### src/rtl/cpa_pkg.sv
// ----------------------------------------------------------------------------
// cpa_pkg
// Shared widths, codes and types of the compacting pool allocator.
// ----------------------------------------------------------------------------
package cpa_pkg;

  localparam int PoolBytesDef  = 4096;
  localparam int MaxRecordsDef = 16;

  localparam int OP_W     = 1;
  localparam int SIZE_W   = 13;
  localparam int OFFSET_W = 12;
  localparam int STATUS_W = 2;

  localparam logic [OP_W-1:0] OP_ALLOC = 1'b0;
  localparam logic [OP_W-1:0] OP_FREE  = 1'b1;

  localparam logic [STATUS_W-1:0] ST_OK         = 2'd0;
  localparam logic [STATUS_W-1:0] ST_NO_BYTES   = 2'd1;
  localparam logic [STATUS_W-1:0] ST_TABLE_FULL = 2'd2;
  localparam logic [STATUS_W-1:0] ST_NOT_FOUND  = 2'd3;

  typedef struct packed {
    logic wr_en;
    logic rd_en;
  } cpa_mem_ctl_t;

endpackage

### src/rtl/cpa_if.sv
// ----------------------------------------------------------------------------
// cpa_if
// Request and response channels: valid/ready handshake with payload.
// ----------------------------------------------------------------------------
interface cpa_req_if import cpa_pkg::*; ();
  logic                valid;
  logic                ready;
  logic [OP_W-1:0]     operation;
  logic [SIZE_W-1:0]   alloc_size;
  logic [OFFSET_W-1:0] free_offset;

  modport source (output valid, operation, alloc_size, free_offset, input ready);
  modport sink (input valid, operation, alloc_size, free_offset, output ready);
endinterface

interface cpa_rsp_if import cpa_pkg::*; ();
  logic                valid;
  logic                ready;
  logic [STATUS_W-1:0] status;
  logic [OFFSET_W-1:0] granted_offset;

  modport source (output valid, status, granted_offset, input ready);
  modport sink (input valid, status, granted_offset, output ready);
endinterface

### src/rtl/compacting_pool_allocator.sv
// Steps: accept and dispatch; a rejected or zero-size allocate goes straight to
// the result word; a placed allocate may pack the table, checks the fit, may pack
// the pool and places; a free searches the table; then the result word is offered.
// Packs and the free search make one record table read per cycle through the
// single read port; one item at a time, and an unaccepted result word holds off
// the next.
// Reset: asynchronous; table empty, cursor and end offset 0, all bytes free.
// ----------------------------------------------------------------------------
// compacting_pool_allocator
// Bump allocator bookkeeping with a compacting record table.
// ----------------------------------------------------------------------------
module compacting_pool_allocator import cpa_pkg::*; #(
  parameter int POOL_BYTES  = PoolBytesDef,
  parameter int MAX_RECORDS = MaxRecordsDef
) (
  input  logic      clk_i,
  input  logic      rst_ni,
  cpa_req_if.sink   req_i,
  cpa_rsp_if.source rsp_o
);

  localparam int IDX_W  = $clog2(MAX_RECORDS);
  localparam int DATA_W = $clog2(POOL_BYTES) + SIZE_W;

  cpa_mem_ctl_t      mem_ctl;
  logic [IDX_W-1:0]  mem_waddr;
  logic [DATA_W-1:0] mem_wdata;
  logic [IDX_W-1:0]  mem_raddr;
  logic [DATA_W-1:0] mem_rdata;

  cpa_ctrl #(
    .POOL_BYTES  (POOL_BYTES),
    .MAX_RECORDS (MAX_RECORDS),
    .IDX_W       (IDX_W),
    .DATA_W      (DATA_W)
  ) u_ctrl (
    .clk_i       (clk_i),
    .rst_ni      (rst_ni),
    .req_i       (req_i),
    .rsp_o       (rsp_o),
    .mem_ctl_o   (mem_ctl),
    .mem_waddr_o (mem_waddr),
    .mem_wdata_o (mem_wdata),
    .mem_raddr_o (mem_raddr),
    .mem_rdata_i (mem_rdata)
  );

  cpa_rec_mem #(
    .DEPTH  (MAX_RECORDS),
    .IDX_W  (IDX_W),
    .DATA_W (DATA_W)
  ) u_mem (
    .clk_i   (clk_i),
    .ctl_i   (mem_ctl),
    .waddr_i (mem_waddr),
    .wdata_i (mem_wdata),
    .raddr_i (mem_raddr),
    .rdata_o (mem_rdata)
  );

endmodule

### src/rtl/cpa_rec_mem.sv
// ----------------------------------------------------------------------------
// cpa_rec_mem
// Record table: one write port, one read port, registered read data.
// ----------------------------------------------------------------------------
module cpa_rec_mem import cpa_pkg::*; #(
  parameter int DEPTH  = MaxRecordsDef,
  parameter int IDX_W  = $clog2(MaxRecordsDef),
  parameter int DATA_W = $clog2(PoolBytesDef) + SIZE_W
) (
  input  logic              clk_i,
  input  cpa_mem_ctl_t      ctl_i,
  input  logic [IDX_W-1:0]  waddr_i,
  input  logic [DATA_W-1:0] wdata_i,
  input  logic [IDX_W-1:0]  raddr_i,
  output logic [DATA_W-1:0] rdata_o
);

  logic [DATA_W-1:0] mem_q [DEPTH];

  always_ff @(posedge clk_i) begin
    if (ctl_i.wr_en) begin
      mem_q[waddr_i] <= wdata_i;
    end
  end

  always_ff @(posedge clk_i) begin
    if (ctl_i.rd_en) begin
      rdata_o <= mem_q[raddr_i];
    end
  end

endmodule

### src/rtl/cpa_ctrl.sv
// ----------------------------------------------------------------------------
// cpa_ctrl
// Sequencer: dispatch, table pack, pool pack, place, free search, result word.
// ----------------------------------------------------------------------------
module cpa_ctrl import cpa_pkg::*; #(
  parameter int POOL_BYTES  = PoolBytesDef,
  parameter int MAX_RECORDS = MaxRecordsDef,
  parameter int IDX_W       = $clog2(MaxRecordsDef),
  parameter int DATA_W      = $clog2(PoolBytesDef) + SIZE_W
) (
  input  logic              clk_i,
  input  logic              rst_ni,
  cpa_req_if.sink           req_i,
  cpa_rsp_if.source         rsp_o,
  output cpa_mem_ctl_t      mem_ctl_o,
  output logic [IDX_W-1:0]  mem_waddr_o,
  output logic [DATA_W-1:0] mem_wdata_o,
  output logic [IDX_W-1:0]  mem_raddr_o,
  input  logic [DATA_W-1:0] mem_rdata_i
);

  localparam int CNT_W  = $clog2(MAX_RECORDS + 1);
  localparam int ADDR_W = $clog2(POOL_BYTES);
  localparam int BR_W   = $clog2(POOL_BYTES + 1);
  localparam int CMP_W  = (ADDR_W > OFFSET_W) ? ADDR_W : OFFSET_W;
  localparam int SUM_W  = ((BR_W > SIZE_W) ? BR_W : SIZE_W) + 1;

  localparam logic [2:0] S_IDLE     = 3'd0;
  localparam logic [2:0] S_DISPATCH = 3'd1;
  localparam logic [2:0] S_PTAB     = 3'd2;
  localparam logic [2:0] S_FIT      = 3'd3;
  localparam logic [2:0] S_PPOOL    = 3'd4;
  localparam logic [2:0] S_PLACE    = 3'd5;
  localparam logic [2:0] S_FREE     = 3'd6;
  localparam logic [2:0] S_DONE     = 3'd7;

  logic [2:0]            state_q, state_d;
  logic [OP_W-1:0]       op_q, op_d;
  logic [SIZE_W-1:0]     size_q, size_d;
  logic [OFFSET_W-1:0]   off_q, off_d;
  logic [MAX_RECORDS-1:0] live_q, live_d;
  logic [CNT_W-1:0]      live_cnt_q, live_cnt_d;
  logic [CNT_W-1:0]      cursor_q, cursor_d;
  logic [BR_W-1:0]       br_q, br_d;
  logic [BR_W-1:0]       end_q, end_d;
  logic [CNT_W-1:0]      scan_q, scan_d;
  logic [CNT_W-1:0]      dst_q, dst_d;
  logic [BR_W-1:0]       at_q, at_d;
  logic                  rd_vld_q, rd_vld_d;
  logic [IDX_W-1:0]      rd_idx_q, rd_idx_d;
  logic [IDX_W-1:0]      rd_dst_q, rd_dst_d;
  logic [STATUS_W-1:0]   res_status_q, res_status_d;
  logic [OFFSET_W-1:0]   res_grant_q, res_grant_d;
  logic                  out_valid_q, out_valid_d;
  logic [STATUS_W-1:0]   out_status_q, out_status_d;
  logic [OFFSET_W-1:0]   out_grant_q, out_grant_d;

  logic [IDX_W-1:0]  scan_idx;
  logic              scan_live;
  logic              scan_end;
  logic              scanning;
  logic [ADDR_W-1:0] rd_start;
  logic [SIZE_W-1:0] rd_len;

  assign scan_idx  = scan_q[IDX_W-1:0];
  assign scan_end  = (scan_q == CNT_W'(MAX_RECORDS));
  assign scan_live = !scan_end && live_q[scan_idx];
  assign scanning  = (state_q == S_PTAB) || (state_q == S_PPOOL) || (state_q == S_FREE);
  assign rd_start  = mem_rdata_i[DATA_W-1 -: ADDR_W];
  assign rd_len    = mem_rdata_i[SIZE_W-1:0];

  assign req_i.ready          = (state_q == S_IDLE);
  assign rsp_o.valid          = out_valid_q;
  assign rsp_o.status         = out_status_q;
  assign rsp_o.granted_offset = out_grant_q;

  // reads and writes of one pass never meet on an entry: writes trail the scan
  always_comb begin
    state_d      = state_q;
    op_d         = op_q;
    size_d       = size_q;
    off_d        = off_q;
    live_d       = live_q;
    live_cnt_d   = live_cnt_q;
    cursor_d     = cursor_q;
    br_d         = br_q;
    end_d        = end_q;
    scan_d       = scan_q;
    dst_d        = dst_q;
    at_d         = at_q;
    rd_vld_d     = 1'b0;
    rd_idx_d     = rd_idx_q;
    rd_dst_d     = rd_dst_q;
    res_status_d = res_status_q;
    res_grant_d  = res_grant_q;
    out_valid_d  = out_valid_q && !rsp_o.ready;
    out_status_d = out_status_q;
    out_grant_d  = out_grant_q;
    mem_ctl_o    = '0;
    mem_waddr_o  = '0;
    mem_wdata_o  = '0;
    mem_raddr_o  = scan_idx;

    if (scanning) begin
      if (scan_live) begin
        mem_ctl_o.rd_en = 1'b1;
        rd_vld_d        = 1'b1;
        rd_idx_d        = scan_idx;
      end
      if (!scan_end) begin
        scan_d = scan_q + 1'b1;
      end
    end

    case (state_q)
      S_IDLE: begin
        if (req_i.valid) begin
          op_d    = req_i.operation;
          size_d  = req_i.alloc_size;
          off_d   = req_i.free_offset;
          state_d = S_DISPATCH;
        end
      end
      S_DISPATCH: begin
        res_grant_d = '0;
        scan_d      = '0;
        dst_d       = '0;
        if (op_q == OP_FREE) begin
          state_d = S_FREE;
        end else if (SUM_W'(size_q) > SUM_W'(br_q)) begin
          res_status_d = ST_NO_BYTES;
          state_d      = S_DONE;
        end else if (live_cnt_q >= CNT_W'(MAX_RECORDS)) begin
          res_status_d = ST_TABLE_FULL;
          state_d      = S_DONE;
        end else if (size_q == '0) begin
          res_status_d = ST_OK;
          state_d      = S_DONE;
        end else if (cursor_q >= CNT_W'(MAX_RECORDS)) begin
          state_d = S_PTAB;
        end else begin
          state_d = S_FIT;
        end
      end
      S_PTAB: begin
        if (rd_vld_q && (rd_idx_q != rd_dst_q)) begin
          mem_ctl_o.wr_en  = 1'b1;
          mem_waddr_o      = rd_dst_q;
          mem_wdata_o      = mem_rdata_i;
          live_d[rd_dst_q] = 1'b1;
          live_d[rd_idx_q] = 1'b0;
        end
        if (scan_live) begin
          rd_dst_d = dst_q[IDX_W-1:0];
          dst_d    = dst_q + 1'b1;
        end
        if (scan_end && !rd_vld_q) begin
          cursor_d = dst_q;
          state_d  = S_FIT;
        end
      end
      S_FIT: begin
        if (SUM_W'(end_q) + SUM_W'(size_q) > SUM_W'(POOL_BYTES)) begin
          scan_d  = '0;
          at_d    = '0;
          state_d = S_PPOOL;
        end else begin
          state_d = S_PLACE;
        end
      end
      S_PPOOL: begin
        if (rd_vld_q) begin
          mem_ctl_o.wr_en = 1'b1;
          mem_waddr_o     = rd_idx_q;
          mem_wdata_o     = {ADDR_W'(at_q), rd_len};
          at_d            = at_q + BR_W'(rd_len);
        end
        if (scan_end && !rd_vld_q) begin
          end_d   = at_q;
          state_d = S_PLACE;
        end
      end
      S_PLACE: begin
        mem_ctl_o.wr_en                 = 1'b1;
        mem_waddr_o                     = cursor_q[IDX_W-1:0];
        mem_wdata_o                     = {ADDR_W'(end_q), size_q};
        live_d[cursor_q[IDX_W-1:0]]     = 1'b1;
        cursor_d                        = cursor_q + 1'b1;
        live_cnt_d                      = live_cnt_q + 1'b1;
        br_d                            = br_q - BR_W'(size_q);
        end_d                           = end_q + BR_W'(size_q);
        res_status_d                    = ST_OK;
        res_grant_d                     = OFFSET_W'(end_q);
        state_d                         = S_DONE;
      end
      S_FREE: begin
        if (rd_vld_q && (CMP_W'(rd_start) == CMP_W'(off_q))) begin
          live_d[rd_idx_q] = 1'b0;
          br_d             = br_q + BR_W'(rd_len);
          if (live_cnt_q != '0) begin
            live_cnt_d = live_cnt_q - 1'b1;
          end
          res_status_d = ST_OK;
          rd_vld_d     = 1'b0;
          state_d      = S_DONE;
        end else if (scan_end && !rd_vld_q) begin
          res_status_d = ST_NOT_FOUND;
          state_d      = S_DONE;
        end
      end
      S_DONE: begin
        if (!out_valid_q || rsp_o.ready) begin
          out_valid_d  = 1'b1;
          out_status_d = res_status_q;
          out_grant_d  = res_grant_q;
          state_d      = S_IDLE;
        end
      end
      default: begin
        state_d = S_IDLE;
      end
    endcase
  end

  always_ff @(posedge clk_i or negedge rst_ni) begin
    if (!rst_ni) begin
      state_q     <= S_IDLE;
      live_q      <= '0;
      live_cnt_q  <= '0;
      cursor_q    <= '0;
      br_q        <= BR_W'(POOL_BYTES);
      end_q       <= '0;
      scan_q      <= '0;
      dst_q       <= '0;
      at_q        <= '0;
      rd_vld_q    <= 1'b0;
      out_valid_q <= 1'b0;
    end else begin
      state_q     <= state_d;
      live_q      <= live_d;
      live_cnt_q  <= live_cnt_d;
      cursor_q    <= cursor_d;
      br_q        <= br_d;
      end_q       <= end_d;
      scan_q      <= scan_d;
      dst_q       <= dst_d;
      at_q        <= at_d;
      rd_vld_q    <= rd_vld_d;
      out_valid_q <= out_valid_d;
    end
  end

  always_ff @(posedge clk_i) begin
    op_q         <= op_d;
    size_q       <= size_d;
    off_q        <= off_d;
    rd_idx_q     <= rd_idx_d;
    rd_dst_q     <= rd_dst_d;
    res_status_q <= res_status_d;
    res_grant_q  <= res_grant_d;
    out_status_q <= out_status_d;
    out_grant_q  <= out_grant_d;
  end

  a_live_count: assert property (@(posedge clk_i) disable iff (!rst_ni)
    live_cnt_q == CNT_W'($countones(live_q)))
    else $error("live count out of step with live flags");

  a_live_below_cursor: assert property (@(posedge clk_i) disable iff (!rst_ni)
    (live_cnt_q <= cursor_q) && (cursor_q <= CNT_W'(MAX_RECORDS)))
    else $error("record cursor inconsistent");

  a_end_in_pool: assert property (@(posedge clk_i) disable iff (!rst_ni)
    SUM_W'(end_q) <= SUM_W'(POOL_BYTES))
    else $error("end offset beyond pool");

  a_bytes_cover: assert property (@(posedge clk_i) disable iff (!rst_ni)
    SUM_W'(end_q) + SUM_W'(br_q) >= SUM_W'(POOL_BYTES))
    else $error("byte accounting lost bytes");

  a_place_free_slot: assert property (@(posedge clk_i) disable iff (!rst_ni)
    (state_q == S_PLACE) |-> !live_q[cursor_q[IDX_W-1:0]])
    else $error("placing over a live record");

endmodule
### src/flat_wrapper.sv
// flat-port wrapper written by rule: the top's interface ports become plain ports
module compacting_pool_allocator_flat import cpa_pkg::*;
#(
  parameter int POOL_BYTES  = PoolBytesDef,
  parameter int MAX_RECORDS = MaxRecordsDef
)
  (clk_i, rst_ni, req_i_valid, req_i_operation, req_i_alloc_size, req_i_free_offset, req_i_ready, rsp_o_valid, rsp_o_status, rsp_o_granted_offset, rsp_o_ready);
  cpa_req_if req_i_i ();
  cpa_rsp_if rsp_o_i ();
  input  logic clk_i;
  input  logic rst_ni;
  input wire logic [$bits(req_i_i.valid)-1:0] req_i_valid;
  input wire logic [$bits(req_i_i.operation)-1:0] req_i_operation;
  input wire logic [$bits(req_i_i.alloc_size)-1:0] req_i_alloc_size;
  input wire logic [$bits(req_i_i.free_offset)-1:0] req_i_free_offset;
  output wire logic [$bits(req_i_i.ready)-1:0] req_i_ready;
  output wire logic [$bits(rsp_o_i.valid)-1:0] rsp_o_valid;
  output wire logic [$bits(rsp_o_i.status)-1:0] rsp_o_status;
  output wire logic [$bits(rsp_o_i.granted_offset)-1:0] rsp_o_granted_offset;
  input wire logic [$bits(rsp_o_i.ready)-1:0] rsp_o_ready;
  assign req_i_i.valid = req_i_valid;
  assign req_i_i.operation = req_i_operation;
  assign req_i_i.alloc_size = req_i_alloc_size;
  assign req_i_i.free_offset = req_i_free_offset;
  assign req_i_ready = req_i_i.ready;
  assign rsp_o_valid = rsp_o_i.valid;
  assign rsp_o_status = rsp_o_i.status;
  assign rsp_o_granted_offset = rsp_o_i.granted_offset;
  assign rsp_o_i.ready = rsp_o_ready;
  compacting_pool_allocator #(.POOL_BYTES(POOL_BYTES), .MAX_RECORDS(MAX_RECORDS)) u_core (.clk_i(clk_i), .rst_ni(rst_ni), .req_i(req_i_i), .rsp_o(rsp_o_i));
endmodule
### config.mk
export PLATFORM = sky130hd
export DESIGN_NAME = compacting_pool_allocator_flat
export DESIGN_NICKNAME = d
export VERILOG_FILES = /design/src/rtl/cpa_pkg.sv /design/src/rtl/cpa_if.sv /design/src/rtl/compacting_pool_allocator.sv /design/src/rtl/cpa_rec_mem.sv /design/src/rtl/cpa_ctrl.sv /design/src/flat_wrapper.sv
export SDC_FILE = /design/constraint.sdc
export NUM_CORES = 1
export LEC_CHECK = 0
export ABC_AREA = 1
export BUFFER_PORTS_ARGS = -buffer_cell sky130_fd_sc_hd__buf_2
export CAP_MARGIN = 20
export CORE_MARGIN = 10
export CORE_UTILIZATION = 50
export CTS_BUF_LIST = sky130_fd_sc_hd__clkbuf_8
export DETAILED_ROUTE_END_ITERATION = 8
export PLACE_DENSITY = 0.76
export RECOVER_POWER = 25
export SLEW_MARGIN = 0
export SYNTH_ARGS = -nofsm -noshare
export SYNTH_HDL_FRONTEND = slang
export SYNTH_SLANG_ARGS = --single-unit
### constraint.sdc
create_clock -name clk_i -period 4.72 [get_ports clk_i]
set_input_delay 0.944 -clock clk_i [delete_from_list [all_inputs] [get_ports clk_i]]
set_output_delay 0.944 -clock clk_i [all_outputs]
set_load 0.01 [all_outputs]
==> results_dict.tcl, run 1 <==
set metrics [dict create \
    setup_viol 0 \
    cts_buffers 90 \
    slowest_delay_ns 0.99 \
    totalPowerFinal_mw 18.7 \
    skew_ns 0.0293 \
    drc 0 \
    numClockSinks 567 \
    hpwl_um 45900 \
    syn_inst 2378 \
    drv_slew 163 \
    period_minus_slack_ns 3.92 \
    grt_usage_pct 22.7 \
    worstMarginPinSlew_ns 1.75 \
    p_leak_nw 10.7 \
    yosys_register_bits 567 \
    viasPerCell 5.88 \
    routedWlPerCell_um 21.8 \
    core_area_um2 51200 \
    ioPinCount 46 \
    maxSlewHeadroom_pct -16.8 \
    crit_path_end_kind "register" \
    fmax_mhz 255 \
    syn-num-nets 2473 \
    crit_family "simple AND/OR/NAND/NOR gates" \
    cts_setup_buffers 0 \
    arrival_ns 4.23 \
    clk_latency_ns 0.71 \
    antenna_found_initial 0 \
    cts_resized 0 \
    gp_congestion 0.975 \
    rsz0062_at_grt "no" \
    synth-main-ff-cell "edfxtp_1" \
    cts_max_path_buffers 3 \
    grt_max_degree 83 \
    critPathMaxFanout 25 \
    critPathLaunchType "register" \
    violations "capacitance limit, slew limit" \
    overflow 0 \
    h-tree-depth 3 \
    drtAntennaViolNets 0 \
    hold_violations 0 \
    grt_pass1_wl_um 105000 \
    yosysUniqueCellTypes 53 \
    final_common_cell "edfxtp_1" \
    async_reset_ff_share_pct 14.1 \
    yosysWarnings 0 \
    portBuffers 45 \
    yosysSeqAreaShare_pct 64.5 \
    critPathBufInv 2 \
    routed_wl_um 69700 \
    postSynthAreaPerCell_um2 10.8 \
    initialDrtViolationCount 2464 \
    critPathKind "reg2reg" \
    cts_tree "done" \
    row_count 83 \
    timing.final.crit_share_pct 83.0 \
    fp.dieH_um 247 \
    critPathSlowestCell "nor2_1" \
    cp_cell_sequence "inv_1, nor2_1, nand2_1, o22ai_1, inv_1, o21ai_1, nand2_1, nor2_4" \
    initial_core_util_pct 50.4 \
    max-vdd-ir-drop_v 0.000402 \
    power-per-cell-area_nw_per_um2 658 \
    holdCritPathClass "in2async" \
    final_layout_size_suffix_gt1_share_pct 9.43 \
    cap_violations 4 \
    clkTransAtPathRegs_ns 0.06 \
    n_antenna_cell 0 \
    synth_area_um2 25800 \
    hold_buffers 0 \
    layout_common_cells "edfxtp_1 (487), nand2_1 (352), nor2_1 (307)" \
    die_w_um 247 \
    vias 18800 \
    grt_pass1_vias 17800 \
    timing.setup.tns_ns 0 \
    worstPathRequired_ns 5.03 \
    dr.pass1.iters 5 \
    syn2layout_area_growth_pct 10.4 \
    synth_edf_count 487 \
    nets 2537 \
    fp.dieArea_um2 61000 \
    cts-root-buf "clkbuf_8" \
    status "finished, violations left" \
]
==> Yosys cell counts, types with 7 or more instances <==
master	instances	area share [%]
a21oi_1	88	1.7
clkbuf_1	72	1.0
nand4_1	15	0.36
xor2_1	16	0.54
nor3_1	12	0.23
nand3_1	124	2.4
nand2_1	350	5.1
or2_2	12	0.29
o22ai_1	78	1.9
o221ai_1	40	1.4
a31oi_1	7	0.17
dfrtp_1	79	7.7
ha_1	60	2.9
o21ai_0	296	5.7
edfxtp_1	487	57
nor2_1	322	4.7
o211ai_1	24	0.70
buf_1	7	0.10
inv_2	13	0.19
buf_2	22	0.43
xnor2_1	15	0.51
inv_1	159	2.3
a221o_1	13	0.50
==> per-layer routing <==
metal	global-route usage, %	wire, um	part of all wire (%)	vias up
li1	-	-	-	8619
met1	30.3	27900	40	8926
met2	35.3	31800	46	1042
met3	4.87	6830	9.8	178
met4	10.2	3230	4.6	0
met5	0	0	0	-
==> logic make-up (layout without fill, tap and decap cells) <==
| family | count (synthesis) | in the layout | synth area share, % |
|---|---|---|---|
| XOR/XNOR | 31 | 31 | 1.05 |
| AND/OR/NAND/NOR | 861 | 861 | 13.9 |
| AO/OA/AOI/OAI | 572 | 572 | 12.9 |
| adder cells (fa/ha/maj) | 65 | 65 | 3.30 |
| buffers and inverters | 282 | 417 | 4.36 |
| flip-flops | 567 | 567 | 64.5 |
==> final timing paths <==
path	from	end	slack (ns)	cells past startpoint
max	u_core.u_ctrl.state_q[0]	u_core.u_mem.mem_q[5][14]	0.80	8
min	rst_ni	u_core.u_ctrl.end_q[7]	0.34	1
max reg2reg	u_core.u_ctrl.state_q[0]	u_core.u_mem.mem_q[5][14]	0.80	8
min reg2reg	u_core.u_ctrl.res_status_q[0]	u_core.u_ctrl.rsp_o.status[0]	0.42	0
max in group asynchronous	rst_ni	u_core.u_ctrl.live_cnt_q[2]	2.55	2
min in group clk_i	u_core.u_ctrl.res_status_q[0]	u_core.u_ctrl.rsp_o.status[0]	0.42	0
==> metrics by stage <==
| step | worst slack, ns | hold WS [ns] | util (%) | area (um^2) | std cells |
|---|---|---|---|---|---|
| after detailed placement | 0.964 | 0.406 | 52.4 | 26800 | 3030 |
| after global placement | 1.05 | 0.406 | 52.4 | 26800 | 3030 |
| after CTS | 0.961 | 0.324 | 55.7 | 28500 | 3193 |
| final | 0.801 | 0.336 | 55.6 | 28500 | 3193 |
| after global routing | 0.574 | 0.366 | 55.6 | 28500 | 3193 |
| after floorplan | 0.835 | 0.400 | - | 25800 | 2378 |
==> state kept, by name, summed over array words and instances, names as in the netlist, 12 cells and up <==
name / flops
u_core.u_ctrl.rsp_o.granted_offset: 12
u_core.u_mem.mem_q: 400
u_core.u_mem.rdata_o: 25
u_core.u_ctrl.br_q: 13
u_core.u_ctrl.at_q: 13
u_core.u_ctrl.live_q: 16
u_core.u_ctrl.end_q: 13
u_core.u_ctrl.res_grant_q: 12
u_core.u_ctrl.off_q: 12
u_core.u_ctrl.size_q: 13
==> power breakdown <==
part	leakage [nW]	internal [mW]	switching, mW	total, mW
sequential	5.53	6.73	0.680	7.41
clock	0.987	2.06	1.97	4.03
combinational	4.19	2.17	5.12	7.29
total	10.7	11.0	7.77	18.7
==> layout make-up <==
class,count,area [um^2]
Multi-Input combinational cell,1529,8170
Inverter,175,663
Tap cell,680,851
Clock buffer,96,1320
Fill cell,4253,22700
Clock inverter,67,400
Timing Repair Buffer,79,437
Sequential cell,567,16600
Power figures use the tool's default switching activity.
==> inputs of run 2 (changes only) <==
==> constraint.sdc (replaced) <==
create_clock -name clk_i -period 3.9 [get_ports clk_i]
set_input_delay 0.78 -clock clk_i [delete_from_list [all_inputs] [get_ports clk_i]]
set_output_delay 0.78 -clock clk_i [all_outputs]
set_load 0.01 [all_outputs]
==> run 2 against run 1 <==
Against the previous run: the flow still finishes with violations (capacitance limit, slew limit); via count up 1.0%; global-route usage down 0.42 points; critical path depth up 3; combinational power up 20%; sequential power up 21%; routed wire length down 1.8%; sequential share of layout area down 0.35 points; critical path type unchanged; largest power group unchanged.
==> results_dict.tcl, run 2 (synthesized netlist as in run 1, its figures left out) <==
set metrics [dict create \
    status "finished, violations left" \
    violations "capacitance limit, slew limit" \
    cts_tree "done" \
    clkTransAtPathRegs_ns 0.06 \
    grt_usage_pct 22.3 \
    cp_cell_sequence "clkbuf_1, inv_2, buf_4, nor2_1, nand2_1, nand3_1, nand3_1, nand2_1, nand2_1, xor2_1, nor2_1" \
    row_count 83 \
    drv_slew 191 \
    cts_buffers 93 \
    fp.dieH_um 247 \
    p_leak_nw 10.9 \
    syn2layout_area_growth_pct 11.1 \
    routedWlPerCell_um 21.3 \
    clk_latency_ns 0.70 \
    gp_congestion 0.962 \
    overflow 0 \
    cts-root-buf "clkbuf_8" \
    reg_top3 "u_core.u_mem.mem_q (400), u_core.u_mem.rdata_o (25), u_core.u_ctrl.live_q (16)" \
    critPathMaxFanout 35 \
    vias 19000 \
    cap_violations 4 \
    final_common_cell "edfxtp_1" \
    initialDrtViolationCount 2326 \
    cts_max_path_buffers 3 \
    critPathSlowestCell "clkbuf_1" \
    layout_common_cells "edfxtp_1 (487), nand2_1 (352), nor2_1 (311)" \
    cp_common_cell "nand2_1" \
    dr.pass1.iters 8 \
    top_register "u_core.u_mem.mem_q" \
    slowest_delay_ns 1.25 \
    max-vdd-ir-drop_v 0.000511 \
    crit_family "buffers and inverters" \
    skew_ns 0.0512 \
    critPathKind "reg2reg" \
    hold_violations 0 \
    cts_setup_buffers 0 \
    grt_pass1_vias 18400 \
    hpwl_um 43700 \
    totalPowerFinal_mw 22.7 \
    nets 2556 \
    setup_viol 0 \
    period_minus_slack_ns 3.30 \
    cts_resized 0 \
    largest_register_ffs 400 \
    arrival_ns 3.84 \
    critPathBufInv 3 \
    grt_pass1_wl_um 105000 \
    timing.setup.tns_ns 0 \
    timing.final.crit_share_pct 84.6 \
    drc 0 \
    ioPinCount 46 \
    fmax_mhz 303 \
    grt_max_degree 165 \
    rsz0062_at_grt "no" \
    portBuffers 45 \
    antenna_found_initial 1 \
    core_area_um2 51200 \
    power-per-cell-area_nw_per_um2 791 \
    fp.dieArea_um2 61000 \
    routed_wl_um 68400 \
    holdCritPathClass "in2reg" \
    numClockSinks 567 \
    viasPerCell 5.89 \
    die_w_um 247 \
    worstMarginPinSlew_ns 1.77 \
    maxSlewHeadroom_pct -18.2 \
    crit_path_end_kind "register" \
    drtAntennaViolNets 0 \
    hold_buffers 0 \
    n_antenna_cell 0 \
    final_layout_size_suffix_gt1_share_pct 9.58 \
    critPathLaunchType "register" \
    fill_cells 4240 \
    initial_core_util_pct 50.4 \
    h-tree-depth 3 \
    r2r_slack_ns 0.60 \
    worstPathRequired_ns 4.44 \
]
==> run 2: metal layers <==
metal | GRT usage [%] | up-vias | part of all wire, % | routed length (um)
met2 | 35.0 | 1079 | 46 | 31600
met1 | 29.3 | 9025 | 40 | 27300
met4 | 9.87 | 2 | 4.0 | 2740
met5 | 0 | - | 0.016 | 11
li1 | - | 8672 | - | -
met3 | 4.95 | 180 | 9.9 | 6760
==> run 2: worst register-to-register path, delay by kind of cell (launching register included) <==
| kind | cells | cell delay [ns] |
|---|---|---|
| buf+inv | 3 | 1.67 |
| simple gates | 7 | 1.04 |
| flops | 1 | 0.32 |
| xor+xnor | 1 | 0.14 |
==> run 2: final timing paths <==
path | from | end | depth (start not counted)
max reg2reg | u_core.u_ctrl.scan_q[2] | u_core.u_ctrl.dst_q[3] | 11
min reg2reg | u_core.u_ctrl.res_grant_q[9] | u_core.u_ctrl.rsp_o.granted_offset[9] | 0
max in group asynchronous | rst_ni | u_core.u_ctrl.live_q[15] | 2
max | u_core.u_ctrl.scan_q[2] | u_core.u_ctrl.dst_q[3] | 11
min in group asynchronous | rst_ni | u_core.u_ctrl.br_q[10] | 1
min | req_i_free_offset[4] | u_core.u_ctrl.off_q[4] | 1
==> run 2: power by group <==
part / switching [mW] / internal (mW)
combinational: 6.11 / 2.66
clock: 2.38 / 2.55
sequential: 0.821 / 8.14
==> run 2: area by class of cell <==
class | instances | area (um^2) | share of cell area, %
Clock buffer | 98 | 1350 | 4.71
Clock inverter | 73 | 417 | 1.45
Inverter | 175 | 663 | 2.32
Multi-Input combinational cell | 1529 | 8140 | 28.4
Sequential cell | 567 | 16600 | 58.1
Tap cell | 680 | 851 | 2.97
Timing Repair Buffer | 95 | 588 | 2.05
==> run 2: stage by stage <==
step | hold slack, ns | worst slack, ns | instances | cell area (um^2) | util [%]
floorplan | 0.400 | 0.0154 | 2378 | 25800 | -
global placement | 0.402 | 0.938 | 3046 | 27000 | 52.7
detailed placement | 0.406 | 0.830 | 3046 | 27000 | 52.7
CTS | 0.204 | 0.842 | 3217 | 28700 | 56.1
global route | 0.219 | 0.374 | 3217 | 28600 | 55.9
finish | 0.261 | 0.602 | 3217 | 28600 | 55.9
